**src/rtl/urxf_pkg.sv**
```systemverilog
// Shared types and codes for the receive FIFO with break flush.
package urxf_pkg;

  localparam int MODE_W  = 2;
  localparam int BYTE_W  = 8;
  localparam int CNT_W   = 7;
  localparam int EVENT_W = 3;

  typedef logic [MODE_W-1:0] mode_t;

  localparam mode_t MODE_RX     = 2'd0;
  localparam mode_t MODE_READ   = 2'd1;
  localparam mode_t MODE_CLEAR  = 2'd2;
  localparam mode_t MODE_UNUSED = 2'd3;

  typedef enum logic [EVENT_W-1:0] {
    EV_STORED  = 3'd0,
    EV_DROPPED = 3'd1,
    EV_BREAK   = 3'd2,
    EV_DATA    = 3'd3,
    EV_NONE    = 3'd4
  } event_t;

  typedef enum logic {
    ST_IDLE,
    ST_READ
  } state_t;

  typedef logic cfg_idx_t;

  localparam cfg_idx_t REG_BREAK_EN   = 1'b0;
  localparam cfg_idx_t REG_BREAK_CHAR = 1'b1;

  localparam logic [BYTE_W-1:0] BREAK_CHAR_RST = 8'd17;

  typedef struct packed {
    logic              break_en;
    logic [BYTE_W-1:0] break_char;
  } cfg_t;

endpackage

```
**src/rtl/urxf_in_if.sv**
```systemverilog
// Request channel carrying mode, received byte and read count.
interface urxf_in_if import urxf_pkg::*; ();
  logic              valid;
  logic              ready;
  logic [MODE_W-1:0] mode;
  logic [BYTE_W-1:0] rx_byte;
  logic [CNT_W-1:0]  read_count;

  modport source (output valid, output mode, output rx_byte, output read_count,
                  input ready);
  modport sink   (input valid, input mode, input rx_byte, input read_count,
                  output ready);
endinterface

```
**src/rtl/urxf_out_if.sv**
```systemverilog
// Result channel carrying event code, data byte, last marker, fill level and break flag.
interface urxf_out_if import urxf_pkg::*; ();
  logic               valid;
  logic               ready;
  logic [EVENT_W-1:0] event_res;
  logic [BYTE_W-1:0]  data;
  logic               last;
  logic [CNT_W-1:0]   fill_level;
  logic               break_request;

  modport source (output valid, output event_res, output data, output last,
                  output fill_level, output break_request, input ready);
  modport sink   (input valid, input event_res, input data, input last,
                  input fill_level, input break_request, output ready);
endinterface

```
**src/rtl/uart_rx_fifo_with_break_flush_unit.sv**
```systemverilog
// Top level of the receive FIFO with break flush: configuration registers and block wiring.
//
// Receive FIFO for a serial console, DEPTH bytes deep, held in a synchronous memory.
// A receive, clear or unused-mode request yields one registered result; such
// requests go through back to back while results are taken each cycle. A read
// request of n held bytes first fetches the oldest byte from the memory, then
// gives one byte per cycle from the memory read port while the output does not
// stall, with no new request taken until the last byte has been loaded into the
// result register. Configuration writes are registered and must only be made
// while the block is idle. The store needs no clearing after reset.
module uart_rx_fifo_with_break_flush_unit import urxf_pkg::*; #(
  parameter int DEPTH = 64
) (
  input  logic              clk,
  input  logic              rst_n,
  urxf_in_if.sink           in_ch,
  urxf_out_if.source        out_ch,
  input  logic              cfg_we,
  input  cfg_idx_t          cfg_index,
  input  logic [BYTE_W-1:0] cfg_data
);

  localparam int AW = $clog2(DEPTH);
  localparam int CW = $clog2(DEPTH + 1);

  cfg_t              cfg_r;
  logic              mem_we;
  logic [AW-1:0]     mem_waddr;
  logic [BYTE_W-1:0] mem_wdata;
  logic              mem_re;
  logic [AW-1:0]     mem_raddr;
  logic [BYTE_W-1:0] mem_rdata;

  always_ff @(posedge clk) begin
    if (!rst_n) begin
      cfg_r.break_en   <= 1'b0;
      cfg_r.break_char <= BREAK_CHAR_RST;
    end else if (cfg_we) begin
      unique case (cfg_index)
        REG_BREAK_EN:   cfg_r.break_en   <= cfg_data[0];
        REG_BREAK_CHAR: cfg_r.break_char <= cfg_data;
        default: ;
      endcase
    end
  end

  urxf_ctrl #(
    .DEPTH (DEPTH),
    .AW    (AW),
    .CW    (CW)
  ) u_ctrl (
    .clk       (clk),
    .rst_n     (rst_n),
    .cfg       (cfg_r),
    .in_ch     (in_ch),
    .out_ch    (out_ch),
    .mem_we    (mem_we),
    .mem_waddr (mem_waddr),
    .mem_wdata (mem_wdata),
    .mem_re    (mem_re),
    .mem_raddr (mem_raddr),
    .mem_rdata (mem_rdata)
  );

  urxf_mem #(
    .DEPTH (DEPTH),
    .AW    (AW)
  ) u_mem (
    .clk   (clk),
    .we    (mem_we),
    .waddr (mem_waddr),
    .wdata (mem_wdata),
    .re    (mem_re),
    .raddr (mem_raddr),
    .rdata (mem_rdata)
  );

endmodule

```
**src/rtl/urxf_mem.sv**
```systemverilog
// Byte store: one write port, one read port with registered read data.
module urxf_mem import urxf_pkg::*; #(
  parameter int DEPTH = 64,
  parameter int AW    = $clog2(DEPTH)
) (
  input  logic              clk,
  input  logic              we,
  input  logic [AW-1:0]     waddr,
  input  logic [BYTE_W-1:0] wdata,
  input  logic              re,
  input  logic [AW-1:0]     raddr,
  output logic [BYTE_W-1:0] rdata
);

  logic [BYTE_W-1:0] store_r [DEPTH];
  logic [BYTE_W-1:0] rdata_r;

  always_ff @(posedge clk) begin
    if (we) begin
      store_r[waddr] <= wdata;
    end
  end

  always_ff @(posedge clk) begin
    if (re) begin
      rdata_r <= store_r[raddr];
    end
  end

  assign rdata = rdata_r;

endmodule

```
**src/rtl/urxf_ctrl.sv**
```systemverilog
// Sequencer: pointers, fill count, read burst and registered result slot.
module urxf_ctrl import urxf_pkg::*; #(
  parameter int DEPTH = 64,
  parameter int AW    = $clog2(DEPTH),
  parameter int CW    = $clog2(DEPTH + 1)
) (
  input  logic              clk,
  input  logic              rst_n,
  input  cfg_t              cfg,
  urxf_in_if.sink           in_ch,
  urxf_out_if.source        out_ch,
  output logic              mem_we,
  output logic [AW-1:0]     mem_waddr,
  output logic [BYTE_W-1:0] mem_wdata,
  output logic              mem_re,
  output logic [AW-1:0]     mem_raddr,
  input  logic [BYTE_W-1:0] mem_rdata
);

  function automatic logic [AW-1:0] adv(input logic [AW-1:0] p);
    return (p == AW'(DEPTH - 1)) ? '0 : p + AW'(1);
  endfunction

  state_t            state_r, state_nxt;
  logic [AW-1:0]     wr_ptr_r, wr_ptr_nxt;
  logic [AW-1:0]     rd_ptr_r, rd_ptr_nxt;
  logic [CW-1:0]     held_r, held_nxt;
  logic [CW-1:0]     rem_r, rem_nxt;

  logic              out_v_r, out_v_nxt;
  event_t            out_ev_r, out_ev_nxt;
  logic [BYTE_W-1:0] out_data_r, out_data_nxt;
  logic              out_last_r, out_last_nxt;
  logic [CNT_W-1:0]  out_fill_r, out_fill_nxt;
  logic              out_brk_r, out_brk_nxt;

  logic              slot_free;
  logic              acc;
  logic [CNT_W-1:0]  held_ext;
  logic [CNT_W-1:0]  n_rd;
  logic              is_break;

  assign slot_free   = !out_v_r || out_ch.ready;
  assign in_ch.ready = (state_r == ST_IDLE) && slot_free;
  assign acc         = in_ch.valid && in_ch.ready;
  assign held_ext    = CNT_W'(held_r);
  assign n_rd        = (in_ch.read_count < held_ext) ? in_ch.read_count : held_ext;
  assign is_break    = cfg.break_en && (in_ch.rx_byte == cfg.break_char);

  // next state
  always_comb begin
    state_nxt = state_r;
    unique case (state_r)
      ST_IDLE: begin
        if (acc && in_ch.mode == MODE_READ && n_rd != '0) begin
          state_nxt = ST_READ;
        end
      end
      ST_READ: begin
        if (slot_free && rem_r == CW'(1)) begin
          state_nxt = ST_IDLE;
        end
      end
      default: state_nxt = ST_IDLE;
    endcase
  end

  // datapath and memory control
  always_comb begin
    wr_ptr_nxt   = wr_ptr_r;
    rd_ptr_nxt   = rd_ptr_r;
    held_nxt     = held_r;
    rem_nxt      = rem_r;
    out_v_nxt    = out_v_r && !out_ch.ready;
    out_ev_nxt   = out_ev_r;
    out_data_nxt = out_data_r;
    out_last_nxt = out_last_r;
    out_fill_nxt = out_fill_r;
    out_brk_nxt  = out_brk_r;
    mem_we       = 1'b0;
    mem_waddr    = wr_ptr_r;
    mem_wdata    = in_ch.rx_byte;
    mem_re       = 1'b0;
    mem_raddr    = rd_ptr_r;

    unique case (state_r)
      ST_IDLE: begin
        if (acc) begin
          out_data_nxt = '0;
          out_last_nxt = 1'b1;
          out_brk_nxt  = 1'b0;
          out_fill_nxt = held_ext;
          unique case (in_ch.mode)
            MODE_RX: begin
              out_v_nxt = 1'b1;
              if (is_break) begin
                wr_ptr_nxt   = '0;
                rd_ptr_nxt   = '0;
                held_nxt     = '0;
                out_ev_nxt   = EV_BREAK;
                out_fill_nxt = '0;
                out_brk_nxt  = 1'b1;
              end else if (held_r < CW'(DEPTH)) begin
                mem_we       = 1'b1;
                wr_ptr_nxt   = adv(wr_ptr_r);
                held_nxt     = held_r + CW'(1);
                out_ev_nxt   = EV_STORED;
                out_fill_nxt = CNT_W'(held_r + CW'(1));
              end else begin
                out_ev_nxt = EV_DROPPED;
              end
            end
            MODE_READ: begin
              if (n_rd == '0) begin
                out_v_nxt  = 1'b1;
                out_ev_nxt = EV_NONE;
              end else begin
                // fetch the oldest byte; results follow from the read state
                mem_re  = 1'b1;
                rem_nxt = CW'(n_rd);
              end
            end
            MODE_CLEAR: begin
              out_v_nxt    = 1'b1;
              wr_ptr_nxt   = '0;
              rd_ptr_nxt   = '0;
              held_nxt     = '0;
              out_ev_nxt   = EV_NONE;
              out_fill_nxt = '0;
            end
            default: begin
              out_v_nxt  = 1'b1;
              out_ev_nxt = EV_NONE;
            end
          endcase
        end
      end
      ST_READ: begin
        if (slot_free) begin
          out_v_nxt    = 1'b1;
          out_ev_nxt   = EV_DATA;
          out_data_nxt = mem_rdata;
          out_last_nxt = (rem_r == CW'(1));
          out_fill_nxt = CNT_W'(held_r - CW'(1));
          out_brk_nxt  = 1'b0;
          held_nxt     = held_r - CW'(1);
          rd_ptr_nxt   = adv(rd_ptr_r);
          rem_nxt      = rem_r - CW'(1);
          // prefetch the next byte while more remain
          if (rem_r != CW'(1)) begin
            mem_re    = 1'b1;
            mem_raddr = adv(rd_ptr_r);
          end
        end
      end
      default: ;
    endcase
  end

  always_ff @(posedge clk) begin
    if (!rst_n) begin
      state_r  <= ST_IDLE;
      wr_ptr_r <= '0;
      rd_ptr_r <= '0;
      held_r   <= '0;
      rem_r    <= '0;
      out_v_r  <= 1'b0;
    end else begin
      state_r  <= state_nxt;
      wr_ptr_r <= wr_ptr_nxt;
      rd_ptr_r <= rd_ptr_nxt;
      held_r   <= held_nxt;
      rem_r    <= rem_nxt;
      out_v_r  <= out_v_nxt;
    end
  end

  always_ff @(posedge clk) begin
    out_ev_r   <= out_ev_nxt;
    out_data_r <= out_data_nxt;
    out_last_r <= out_last_nxt;
    out_fill_r <= out_fill_nxt;
    out_brk_r  <= out_brk_nxt;
  end

  assign out_ch.valid         = out_v_r;
  assign out_ch.event_res     = out_ev_r;
  assign out_ch.data          = out_data_r;
  assign out_ch.last          = out_last_r;
  assign out_ch.fill_level    = out_fill_r;
  assign out_ch.break_request = out_brk_r;

  a_held_bound: assert property (@(posedge clk) disable iff (!rst_n)
    held_r <= CW'(DEPTH))
    else $error("fill count above depth");

  a_empty_ptrs: assert property (@(posedge clk) disable iff (!rst_n)
    held_r == '0 |-> wr_ptr_r == rd_ptr_r)
    else $error("empty buffer with pointers apart");

  a_rem_nonzero: assert property (@(posedge clk) disable iff (!rst_n)
    state_r == ST_READ |-> rem_r != '0 && rem_r <= held_r)
    else $error("read burst count out of range");

  a_read_start: assert property (@(posedge clk) disable iff (!rst_n)
    acc && in_ch.mode == MODE_READ && n_rd != '0 |=> state_r == ST_READ && !out_v_r)
    else $error("read request did not start a burst");

endmodule

```
**src/flat_wrapper.sv**
```systemverilog
// flat-port wrapper written by rule: the top's interface ports become plain ports
module uart_rx_fifo_with_break_flush_unit_flat import urxf_pkg::*;
#(
  parameter int DEPTH = 64
)
  (clk, rst_n, cfg_we, cfg_index, cfg_data, in_ch_valid, in_ch_mode, in_ch_rx_byte, in_ch_read_count, in_ch_ready, out_ch_valid, out_ch_event_res, out_ch_data, out_ch_last, out_ch_fill_level, out_ch_break_request, out_ch_ready);
  urxf_in_if in_ch_i ();
  urxf_out_if out_ch_i ();
  input  logic clk;
  input  logic rst_n;
  input  logic cfg_we;
  input  cfg_idx_t cfg_index;
  input  logic [BYTE_W-1:0] cfg_data;
  input wire logic [$bits(in_ch_i.valid)-1:0] in_ch_valid;
  input wire logic [$bits(in_ch_i.mode)-1:0] in_ch_mode;
  input wire logic [$bits(in_ch_i.rx_byte)-1:0] in_ch_rx_byte;
  input wire logic [$bits(in_ch_i.read_count)-1:0] in_ch_read_count;
  output wire logic [$bits(in_ch_i.ready)-1:0] in_ch_ready;
  output wire logic [$bits(out_ch_i.valid)-1:0] out_ch_valid;
  output wire logic [$bits(out_ch_i.event_res)-1:0] out_ch_event_res;
  output wire logic [$bits(out_ch_i.data)-1:0] out_ch_data;
  output wire logic [$bits(out_ch_i.last)-1:0] out_ch_last;
  output wire logic [$bits(out_ch_i.fill_level)-1:0] out_ch_fill_level;
  output wire logic [$bits(out_ch_i.break_request)-1:0] out_ch_break_request;
  input wire logic [$bits(out_ch_i.ready)-1:0] out_ch_ready;
  assign in_ch_i.valid = in_ch_valid;
  assign in_ch_i.mode = in_ch_mode;
  assign in_ch_i.rx_byte = in_ch_rx_byte;
  assign in_ch_i.read_count = in_ch_read_count;
  assign in_ch_ready = in_ch_i.ready;
  assign out_ch_valid = out_ch_i.valid;
  assign out_ch_event_res = out_ch_i.event_res;
  assign out_ch_data = out_ch_i.data;
  assign out_ch_last = out_ch_i.last;
  assign out_ch_fill_level = out_ch_i.fill_level;
  assign out_ch_break_request = out_ch_i.break_request;
  assign out_ch_i.ready = out_ch_ready;
  uart_rx_fifo_with_break_flush_unit #(.DEPTH(DEPTH)) u_core (.clk(clk), .rst_n(rst_n), .in_ch(in_ch_i), .out_ch(out_ch_i), .cfg_we(cfg_we), .cfg_index(cfg_index), .cfg_data(cfg_data));
endmodule
```
**config.mk**
```make
export PLATFORM = sky130hd
export DESIGN_NAME = uart_rx_fifo_with_break_flush_unit_flat
export DESIGN_NICKNAME = d
export VERILOG_FILES = /design/src/rtl/urxf_pkg.sv /design/src/rtl/urxf_in_if.sv /design/src/rtl/urxf_out_if.sv /design/src/rtl/uart_rx_fifo_with_break_flush_unit.sv /design/src/rtl/urxf_mem.sv /design/src/rtl/urxf_ctrl.sv /design/src/flat_wrapper.sv
export SDC_FILE = /design/constraint.sdc
export NUM_CORES = 1
export LEC_CHECK = 0
export BUFFER_PORTS_ARGS = -buffer_cell sky130_fd_sc_hd__buf_2
export CAP_MARGIN = 20
export CORE_MARGIN = 1
export CORE_UTILIZATION = 62
export CTS_CLUSTER_SIZE = 25
export DETAILED_ROUTE_END_ITERATION = 7
export PLACE_DENSITY = 0.82
export SYNTH_ARGS = -nofsm -noshare
export SYNTH_HDL_FRONTEND = slang
export SYNTH_HIERARCHICAL = 1
export SYNTH_SLANG_ARGS = --single-unit
export TNS_END_PERCENT = 100
```
**constraint.sdc**
```tcl
create_clock -name clk -period 4.4 [get_ports clk]
set_clock_uncertainty 0.05 [all_clocks]
set_input_delay 0.22 -clock clk [delete_from_list [all_inputs] [get_ports clk]]
set_output_delay 0.22 -clock clk [all_outputs]
set_load 0.02 [all_outputs]
```
* After elaboration in Yosys (flattened, before gate mapping) *
Memory sizes are Yosys's and may differ from the RTL's. A register that Yosys moved wholly into a read port is not among the register bits.
Index checks and enable logic that the tools add are counted.

storage, ports and cells
  output and inout bits = 22
  memory bits (writable) = 512
  bits in registers = 57
  word-level logic and storage cells = 123
  memory bits (read-only) = 0
  bits in latches = 0
  bits of input ports = 31
  memories kept = 1

cells by class
  multiply operators = 0
  add/subtract/negate cells = 5
  shift operators = 0
  reductions and logical operators = 21
  bitwise logic cells = 2
  equal/unequal tests = 15
  divide/modulo/power cells = 0
  order comparisons = 2
  mux-type cells = 64

memories
  name                  words  width  read ports  clocked after Yosys merged registers in  wr ports  line            RTL
  u_core.u_mem.store_r  64     8      1           1                                        1         urxf_mem.sv:15  logic [BYTE_W-1:0] store_r [DEPTH];

operators by type and width
  operator               count
  $mux W7                9
  $mux W6                10
  $pmux W7 S2            3
  $pmux W6 S2            3
  $mux W1                25
  $mux W8                2
  $pmux W8 S2            1
  $sub A7 B1 Y7 const B  2
  $add A6 B1 Y6 const B  2
  $eq A6 B6 Y1 const B   2
  $pmux W3 S2            2
  $reduce_and A4 Y1      3
  $pmux W1 S2            5
  $mux W3                3
  $eq A8 B8 Y1           1
  $add A7 B1 Y7 const B  1
  $eq A7 B1 Y1 const B   1
  $logic_and A1 B1 Y1    7
  $logic_not A7 Y1       1
  $lt A7 B7 Y1           1
  $lt A7 B7 Y1 const B   1
  $ne A7 B1 Y1 const B   1
  $reduce_bool A7 Y1     1
  $ne A3 B3 Y1 const B   2
  14 further kinds       20

* Depth between registers and ports, before layout *
  word-level depth = 8
  gate-level depth with buffers = 16
  mapped depth without buffers = 12

* Modules after synthesis *
Netlist, hierarchy kept.

modules (own cells, without submodules)
  module                              cells an instance  times used  area each (um^2)  seq. area each (um^2)
  urxf_mem                            940                1           20246.9           15615.0
  urxf_ctrl                           370                1           3031.7            1161.1
  uart_rx_fifo_with_break_flush_unit  43                 1           414.1             180.2

* Worst setup path after synthesis *
OpenSTA, ideal clock, no wires.

  path type = flip-flop to flip-flop
  start point = register u_core.u_ctrl.state_r
  end point = register u_core.u_mem.rdata_r[3], in the netlist u_core/u_mem/rdata[3], read port of u_core.u_mem.store_r, data pin
  clock period less this slack = 3.195 ns
  setup slack = 1.205 ns
  stages on the path, launching flop included = 13
  setup time = 0.266 ns
  data arrival time = 2.878 ns
  buffers on the path = 4
  data required time = 4.084 ns
  cell sequence = dfxtp_1 clkbuf_1 clkbuf_1 nand2_1 nor2_1 nand2_1 o21ai_0 buf_6 buf_4 mux4_2 mux4_2 o21ai_1 o41ai_1

between the ends
  elaborated cells on any way between the ends = 6
  classes of those cells = mux: 3; bitwise: 1; reduce/logical: 2

RTL lines
  element                        line                                      RTL
  start: declaration             urxf_ctrl.sv:24                           state_t state_r, state_nxt;
  start signal: assignment       urxf_ctrl.sv:169                          state_r <= state_nxt;
  $mux W6                        urxf_ctrl.sv:86                           unique case (state_r)
  named net u_core.mem_raddr[0]  uart_rx_fifo_with_break_flush_unit.sv:31  logic [AW-1:0] mem_raddr;
  end: declaration               urxf_mem.sv:16                            logic [BYTE_W-1:0] rdata_r;

The timed path passes the listed nets, and every way through them passes these cells.
A chain may end at the register's enable or synchronous reset.

* Worst setup path after layout *
  start point = register u_core.u_ctrl.rem_r[1]
  end point = register u_core.u_mem.rdata_r[6], in the netlist u_core/u_mem/rdata[6], read port of u_core.u_mem.store_r, data pin

between the ends
  word-level cells in the longest chain between the ends = 4
  elaborated cells on any way between the ends = 7
  classes of those cells = eq/ne: 1; mux: 6

ends and longest elaborated chain
  element                        line                                      RTL
  start: declaration             urxf_ctrl.sv:28                           logic [CW-1:0] rem_r, rem_nxt;
  start signal: assignment       urxf_ctrl.sv:173                          rem_r <= rem_nxt;
  $ne A7 B1 Y1                   urxf_ctrl.sv:150                          if (rem_r != CW'(1)) begin
  $mux W6                        urxf_ctrl.sv:150
  $mux W6                        urxf_ctrl.sv:139                          if (slot_free) begin
  $mux W6                        urxf_ctrl.sv:86
  named net u_core.mem_raddr[0]  uart_rx_fifo_with_break_flush_unit.sv:31

The timed path passes the listed nets, and every way through them passes these cells.

==> results.yml <==
global_routing:
  grt_first_pass_wirelength_microns: 81600
  gr-usage-all-layers_pct: 28.8
  gr-total-overflow: 0
  grt_max_degree: 65
  grt_pass1_vias: 13100
  antenna_found_initial: 2
detailed_routing:
  wire_per_inst_microns: 27.4
  ant_nets: 0
  finalWirelength_microns: 54500
  drc_errors: 0
  dr.pass1.iters: 6
  vias_per_cell: 6.73
  drt_iter0_drc: 1742
  num_vias: 13400
sta:
  tns_ps: 0
  slew_violations: 0
  final_hold_viol_count: 0
  min_period_over_period_pct: 92.5
  fmax_mhz: 246
  layout_setup_ws_ps: 328
  worst_slew_pin_slew_ps: 1010
  period_needed_ps: 4070
  rsz0062_at_grt: "false"
  slew_headroom_pct: 32.3
  setup_violations: 0
synthesis:
  ys_warn_count: 6
  synth_ff_type: "edfxtp_1"
  ys_ff_latch: 577
  yosysSeqAreaShare_pct: 71.6
  syn_area_sq_mm: 0.0237
  async_flop_share_pct: 0
  synthCells: 1353
  synth_nets: 1396
  yosysUniqueCellTypes: 69
  synth_edf_count: 540
  synth_area_per_cell_sq_um: 17.5
critical_path:
  crit_arrival_ps: 4310
  crit_slowest_cell: "mux4_2"
  crit_type: "reg -> reg"
  critPathLaunchType: "flip-flop"
  slowest_delay_ps: 590
  cp.required_ps: 4640
  end_kind: "flip-flop"
  path_cells: "inv_1 -> ha_1 -> nand3_1 -> nand2_1 -> nor2_1 -> nand2_1 -> o21ai_4 -> buf_12 -> mux4_2 -> mux4_2 -> nor2_1 -> o32ai_1"
  worstPathMaxFanout: 28
place:
  dp_cells: 1876
  pre_cts_ws_ps: 515
  dpl.hpwl_microns: 31000
  dpl-instance-area_sq_mm: 0.0245
  gp_congestion: 0.896
  io_buffers: 52
finish:
  final_area_sq_mm: 0.0265
  syn_to_final_growth_pct: 11.8
  fillCellCount: 2229
  drive_gt1_share_pct: 22.4
  fin_cells: 1993
  nets: 1481
floorplan:
  initial_core_util_pct: 62.9
  dieArea_sq_mm: 0.0390
  fp.dieH_microns: 197
  core_area_sq_mm: 0.0377
  ios: 53
  die_w_microns: 197
  rows: 71
run:
  cap_violations: 0
clock_tree:
  clkTransAtPathRegs_ps: 70
  cts_tree: "yes"
  cts-root-buf: "clkbuf_16"
  cts.sink_count: 577
  insertion_delay_ps: 580
  clk_path_buf_depth: 3
  numCtsBuffers: 53
  cts_max_level: 2
  cts_resized: 0
pwr:
  powerDensity_mw_per_mm2: 428
  irDropWorstVdd_v: 0.000283
  total_power_w: 0.0113
  p_leak_nw: 8.19
run_status:
  status: "finished, final reports clean"
min_path:
  hold_path.class: "in -> reg"
## path summary, 6_finish.rpt
path,startpoint,to,slack [ps],cells after the start
max,u_core/u_ctrl/rem_r[1]$_SDFFE_PN0P_,u_core/u_mem/rdata[6]$_DFFE_PP_,330,12
min,cfg_index,u_core/cfg_r[4]$_SDFFE_PN1P_,30,3
max reg2reg,u_core/u_ctrl/rem_r[1]$_SDFFE_PN0P_,u_core/u_mem/rdata[6]$_DFFE_PP_,330,12
min reg2reg,u_core/u_ctrl/rem_r[6]$_SDFFE_PN0P_,u_core/u_ctrl/rem_r[6]$_SDFFE_PN0P_,430,2
## synth_stat cells, types with 12 or more instances
cell,count,share of area [%]
nor2b_1,23,0.61
mux4_2,126,12
o22ai_1,12,0.32
mux2i_1,27,1.1
nand3_1,34,0.72
buf_4,22,0.70
nand4_1,12,0.32
nand2_1,80,1.3
inv_1,14,0.22
dfxtp_1,37,3.1
nor3_1,15,0.32
ha_1,12,0.63
buf_2,12,0.25
o21ai_0,32,0.68
and2_1,14,0.37
nor2_1,111,1.8
mux2_2,13,0.62
a21oi_1,23,0.49
edfxtp_1,540,68
clkbuf_1,34,0.54
## repair_timing
item / in CTS / in global routing
buffers inserted: 0 / 0
hold endpoints to repair: 10 / 0
hold buffers: 18 / 0
## power by group
group | total [W] | internal (W) | switching (W)
clock network | 0.00470 | 0.00277 | 0.00194
logic | 0.000585 | 0.000230 | 0.000355
registers | 0.00606 | 0.00603 | 0.0000246
## critical path: cells and delay by family, from the launching register on
| kind | cells | cell delay, ps |
|---|---|---|
| AOI/OAI and AO/OA | 2 | 720 |
| adders and majority gates | 1 | 180 |
| buffers and inverters | 2 | 390 |
| DFF | 1 | 360 |
| muxes | 2 | 1080 |
| and+or+nand+nor | 5 | 980 |
## state kept, by name, indices dropped and copies added (netlist names)
register and cells:
u_core/u_mem/store_r 512, u_core/cfg_r 9, u_core/u_ctrl/out_ch.data 8, u_core/u_mem/rdata 8, u_core/u_ctrl/held_ext 7, u_core/u_ctrl/out_ch.fill_level 7, u_core/u_ctrl/rem_r 7, u_core/u_ctrl/mem_waddr 6
u_core/u_ctrl/rd_ptr_r 6, u_core/u_ctrl/out_ch.event_res 3, u_core/u_ctrl/out_ch.break_request 1, u_core/u_ctrl/out_ch.last 1, u_core/u_ctrl/out_ch.valid 1, u_core/u_ctrl/state_r 1
## metrics by stage
stage                     util, %  hold slack, ps
after CTS                    70.3            3.22
after detailed placement     65.1             417
after global routing         70.3            39.1
final                        70.3            27.6
after floorplan                 -             312
after global placement       65.1             412
## cell families (layout without fill, tap and decap cells)
family	after synthesis	count (layout)	share of synthesized area [%]
XOR/XNOR	11	11	0.407
adder cells (fa/ha/maj)	12	12	0.634
other	0	1	0
buffers and inverters	96	224	2.30
flip-flops	577	577	71.6
multiplexers	166	166	13.7
AO/OA/AOI/OAI	157	157	4.66
AND/OR/NAND/NOR	334	334	6.70
## layout make-up
class,instances,area (sq um),share of cell area (%)
Clock inverter,36,402,1.52
Inverter,15,56.3,0.213
Timing Repair Buffer,111,811,3.06
Sequential cell,577,17000,64.0
Tap cell,511,639,2.41
Clock buffer,62,1380,5.21
Antenna cell,1,2.50,0.00945
Multi-Input combinational cell,680,6240,23.6
## layer usage
layer,up-vias,share of wire [%],wire [microns],track usage (%)
li1,5564,-,-,-
met1,6729,37,20200,40.0
met2,977,49,26500,46.2
met3,142,11,5820,4.97
met4,2,3.6,1980,10.8
met5,-,0.018,10,0
## cells in the final DEF (no fill, tap or decap), drive strengths merged, types with 5 or more instances in the layout
master         n
nor2         112
a211oi         7
nor3          16
bufinv         9
dlygate4sd3   18
nor2b         23
and2          15
nor4           9
xnor2          5
buf           93
nand2b        11
nand4         12
clkinv        25
o221ai         8
o21ai         41
nand3b         5
a221oi         6
mux2i         27
mux4         126
xor2           6
clkbuf        62
a21boi        13
dfxtp         37
o22ai         12
nand3         34
inv           15
edfxtp       540
a31oi          7
o211ai         7
a21oi         23
nand2         80
ha            12
mux2          13
Note: power is estimated with default switching activity, not from simulation.
